**config.mk**
```make
export PLATFORM = sky130hd
export DESIGN_NAME = jls_ram
export DESIGN_NICKNAME = d
export VERILOG_FILES = /design/src/sv/jls_ram.sv
export SDC_FILE = /design/constraint.sdc
export NUM_CORES = 2
export LEC_CHECK = 0
export BUFFER_PORTS_ARGS = -buffer_cell sky130_fd_sc_hd__clkbuf_2
export CAP_MARGIN = 10
export CORE_MARGIN = 2
export CORE_UTILIZATION = 50
export CTS_BUF_LIST = sky130_fd_sc_hd__clkbuf_4
export CTS_CLUSTER_DIAMETER = 60
export DETAILED_ROUTE_END_ITERATION = 8
export PLACE_DENSITY = 0.73
export SLEW_MARGIN = 20
export SYNTH_ARGS = -nofsm -noshare
export SYNTH_HDL_FRONTEND = slang
export SYNTH_SLANG_ARGS = --single-unit
```
**constraint.sdc**
```tcl
create_clock -name clk -period 5 [get_ports clk]
set_input_delay 0 -clock clk [delete_from_list [all_inputs] [get_ports clk]]
set_output_delay 0 -clock clk [all_outputs]
set_load 0.005 [all_outputs]
```
**src/sv/jls_ram.sv**
```systemverilog
// Generic single-write, single-read RAM with registered read data
`default_nettype none
module jls_ram #(
  parameter int WIDTH = 64,
  parameter int DEPTH = 32,
  localparam int AW = (DEPTH > 1) ? $clog2(DEPTH) : 1
) (
  input  logic             clk,
  input  logic             we,
  input  logic [AW-1:0]    waddr,
  input  logic [WIDTH-1:0] wdata,
  input  logic [AW-1:0]    raddr,
  output logic [WIDTH-1:0] rdata
);

  logic [WIDTH-1:0] mem [DEPTH];

  // Write port and registered read port
  always_ff @(posedge clk) begin
    if (we) begin
      mem[waddr] <= wdata;
    end
    rdata <= mem[raddr];
  end

endmodule
`default_nettype wire

```
==> results.py <==
metrics = {
    "critical_path": {
        "crit_required_ns": 5.89,
        "arr_time_crit_path_ns": 4.44,
        "timing.critical_path.buf_inv": 7,
        "crit_path_end_kind": "flip-flop",
        "cpMostUsedCell": "dlygate4sd3_1",
        "worstSetupPathType": "in2reg",
        "regToRegSetupSlack_ns": 2.19,
        "critical-path-top-delay-family": "buffers and inverters",
        "critical_path.max_fanout": 15,
        "cp_cell_sequence": "dlygate4sd3_1 -> clkbuf_2 -> dlygate4sd3_1 -> or3b_2 -> dlygate4sd3_1 -> nor2_4 -> dlygate4sd3_1 -> buf_12 -> buf_4",
        "cp_slowest_stage_delay_ns": 1.11,
        "worstSetupStartpointType": "input port",
        "critPathSlowestCell": "dlygate4sd3_1",
    },
    "synth": {
        "syn_warnings": 0,
        "synth_top_cells_by_area": "edfxtp_1 78%, mux4_2 17%, dfxtp_1 1.6%",
        "sequential_share_of_the_synthesized_area": 0.7950,
        "postSynthNetCount": 3173,
        "post-synth-top-area-fraction": 0.7788,
        "netlist.top_cell.by_area": "edfxtp_1",
        "synthesis.instances": 3097,
        "synth_async_sr_flop_share": 0,
        "synth_most_common_cell": "edfxtp_1",
        "synth_ff_type": "edfxtp_1",
        "ys_top_cells_by_count": "2048 x edfxtp_1, 602 x mux4_2, 74 x mux2_2, 65 x buf_2, 64 x dfxtp_1",
        "synth_enable_flop_cells": 2048,
        "synth_area_per_cell_um2": 25.50,
        "synth.ff_latch_count": 2112,
        "synth_cell_type_count": 31,
        "netlist_area_um2": 78960,
    },
    "detailed_routing": {
        "detail-route-antenna-nets": 0,
        "avgRoutedWirePerCell_um": 29.39,
        "route.met2.wl_mm": 88.79,
        "routed-wl-met3_mm": 22.30,
        "routed_wirelength_mm": 185.8,
        "met1Wirelength_mm": 71.17,
        "top_signal_layer_used": "met5",
        "post_drt_via_cell_ratio": 6.047,
        "post-route-drc-count": 0,
        "first_iter_violations": 5014,
        "dr.pass1.iters": 5,
        "via_count_of_the_routed_design": 38230,
    },
    "timing": {
        "clock_tree_skew_after_final_layout_ns": 0.09028,
        "layout_setup_ws_ns": 1.450,
        "final.min_clock_period_ns": 3.550,
        "min_period_over_period": 0.7100,
        "finalHoldViolations": 0,
        "timing.setup.tns_ns": 0,
        "maxSlewViolCount": 0,
        "report.final.setup_viol": 0,
        "max_slew.worst_pin.slew_ns": 1.183,
        "rsz0062_at_grt": "no",
        "achievable-frequency_mhz": 281.7,
        "worst_slew_margin_rel": 0.2094,
    },
    "placed_design": {
        "hpwl_mm": 90.52,
        "placed_cell_area_um2": 82970,
        "io_buffer_count": 139,
        "detailedPlace.worstSlack_ns": 2.170,
        "cell_count_after_placement": 5234,
        "gp_congestion": 0.7350,
    },
    "floorplanning": {
        "initial_core_util": 0.5043,
        "number_of_rows_created_at_floorplan": 145,
        "die_area_um2": 161100,
        "io-pin-count": 140,
        "die_height_um": 401.4,
        "placeableCoreArea_um2": 156600,
        "die_width_um": 401.4,
    },
    "clock_tree": {
        "cts_repair_resize_count": 0,
        "cts-buffers-inserted": 540,
        "maximum_buffer_depth_of_the_clock_tree": 4,
        "numClockSinks": 2112,
        "clk_latency_ns": 1.31,
        "clk_root_buffer_cell": "clkbuf_4",
        "cts.htree.levels": 6,
        "tritoncts": "yes",
        "clk_pin_slew_ns": 0.06,
    },
    "run_status": {
        "run_status": "finished clean",
    },
    "hold_path": {
        "worst_hold_path_type": "in2reg",
    },
    "grt": {
        "globalRouteOverflowTotal": 0,
        "grt_antenna_before_repair": 13,
        "grt_use_total": 0.2331,
        "grt_pass1_vias": 39650,
        "grt_first_pass_wirelength_mm": 268.8,
        "maximum_number_of_pins_on_one_net_before_global_route_repair": 81,
    },
    "power_and_ir_drop": {
        "static-leakage-power_nw": 29.56,
        "ir_drop_v": 0.0002474,
        "power_density_nw_per_um2": 398.3,
        "power.total_w": 0.03647,
    },
    "layout": {
        "fin_area_um2": 91570,
        "drive_above_1_share": 0.4253,
        "layoutNonFillerInstCount": 6323,
        "count_of_fill_cells_added_during_filler_insertion": 10970,
        "area.growth.synth_to_final_pct": 15.96,
        "register_area_um2": 62780,
        "layout.nets": 3954,
        "multi_input_gate_area_um2": 15680,
    },
    "job": {
        "max-cap-violations": 0,
    },
}
[routing by layer]
layer | track usage | vias to the layer above
li1 | - | 15440
met5 | 0 | -
met1 | 0.3306 | 20060
met3 | 0.06720 | 282
met2 | 0.3538 | 2431
met4 | 0.07335 | 16
[cell usage in the layout, fill, tap and decap left out, drive strengths merged, types with 16 or more instances in the layout]
master       instances
buf                110
bufinv              16
clkbuf             945
clkinv              76
dfxtp               64
dlygate4sd3        151
edfxtp            2048
mux2                74
mux2i               38
mux4               602
nor2                41
[worst paths after layout]
kind	start	endpoint	cells past startpoint
worst max-delay path	waddr[2]	mem[16][25]	9
worst min-delay path	raddr[1]	rdata[34]	4
worst max register to register	mem[0][58]	rdata[58]	5
worst min register to register	mem[21][24]	rdata[24]	3
[what timing repair did]
item                      in CTS  in global routing
hold endpoints to repair    3977                181
hold buffers                 153                  6
buffers inserted               0                  0
[worst min-delay path: stages]
cell and delay (ns):
dlygate4sd3_1 0.57, buf_8 0.26, o211ai_1 0.24, o31a_1 0.20
[area by class of cell]
type	instances	area share
repair buffers	395	0.03872
diodes	9	0.0002460
clock buffers	811	0.06649
clock inverters	109	0.009538
multi-input cells	828	0.1712
flip-flops and latches	2112	0.6856
inverters	1	0.00004099
well taps	2058	0.02812
[cell families after synthesis]
logic type      Yosys count  synth area share
compound gates           50          0.004659
buf+inv                 157          0.009444
mux                     714            0.1871
flops                  2112            0.7950
simple gates             64          0.003787
[power breakdown]
group	total, W	switching (W)	leakage [nW]	internal (W)
combinational	0.00179	0.000965	6.42	0.000826
sequential	0.0198	0.000107	19.0	0.0197
clock	0.0149	0.00668	4.15	0.00821
total	0.0365	0.00775	29.6	0.0287
[through the flow]
step	util	hold WS, ns
2_1_floorplan	-	0.09887
6_report	0.5848	0.1011
5_1_grt	0.5848	0.09967
4_1_cts	0.5843	0.001215
3_5_place_dp	0.5300	0.3705
3_3_place_gp	0.5295	0.3718
[sequential cells by signal, summed over array words and instances (netlist names)]
signal / cells
mem: 2048
rdata: 64
Note: power is estimated with default switching activity, not from simulation.
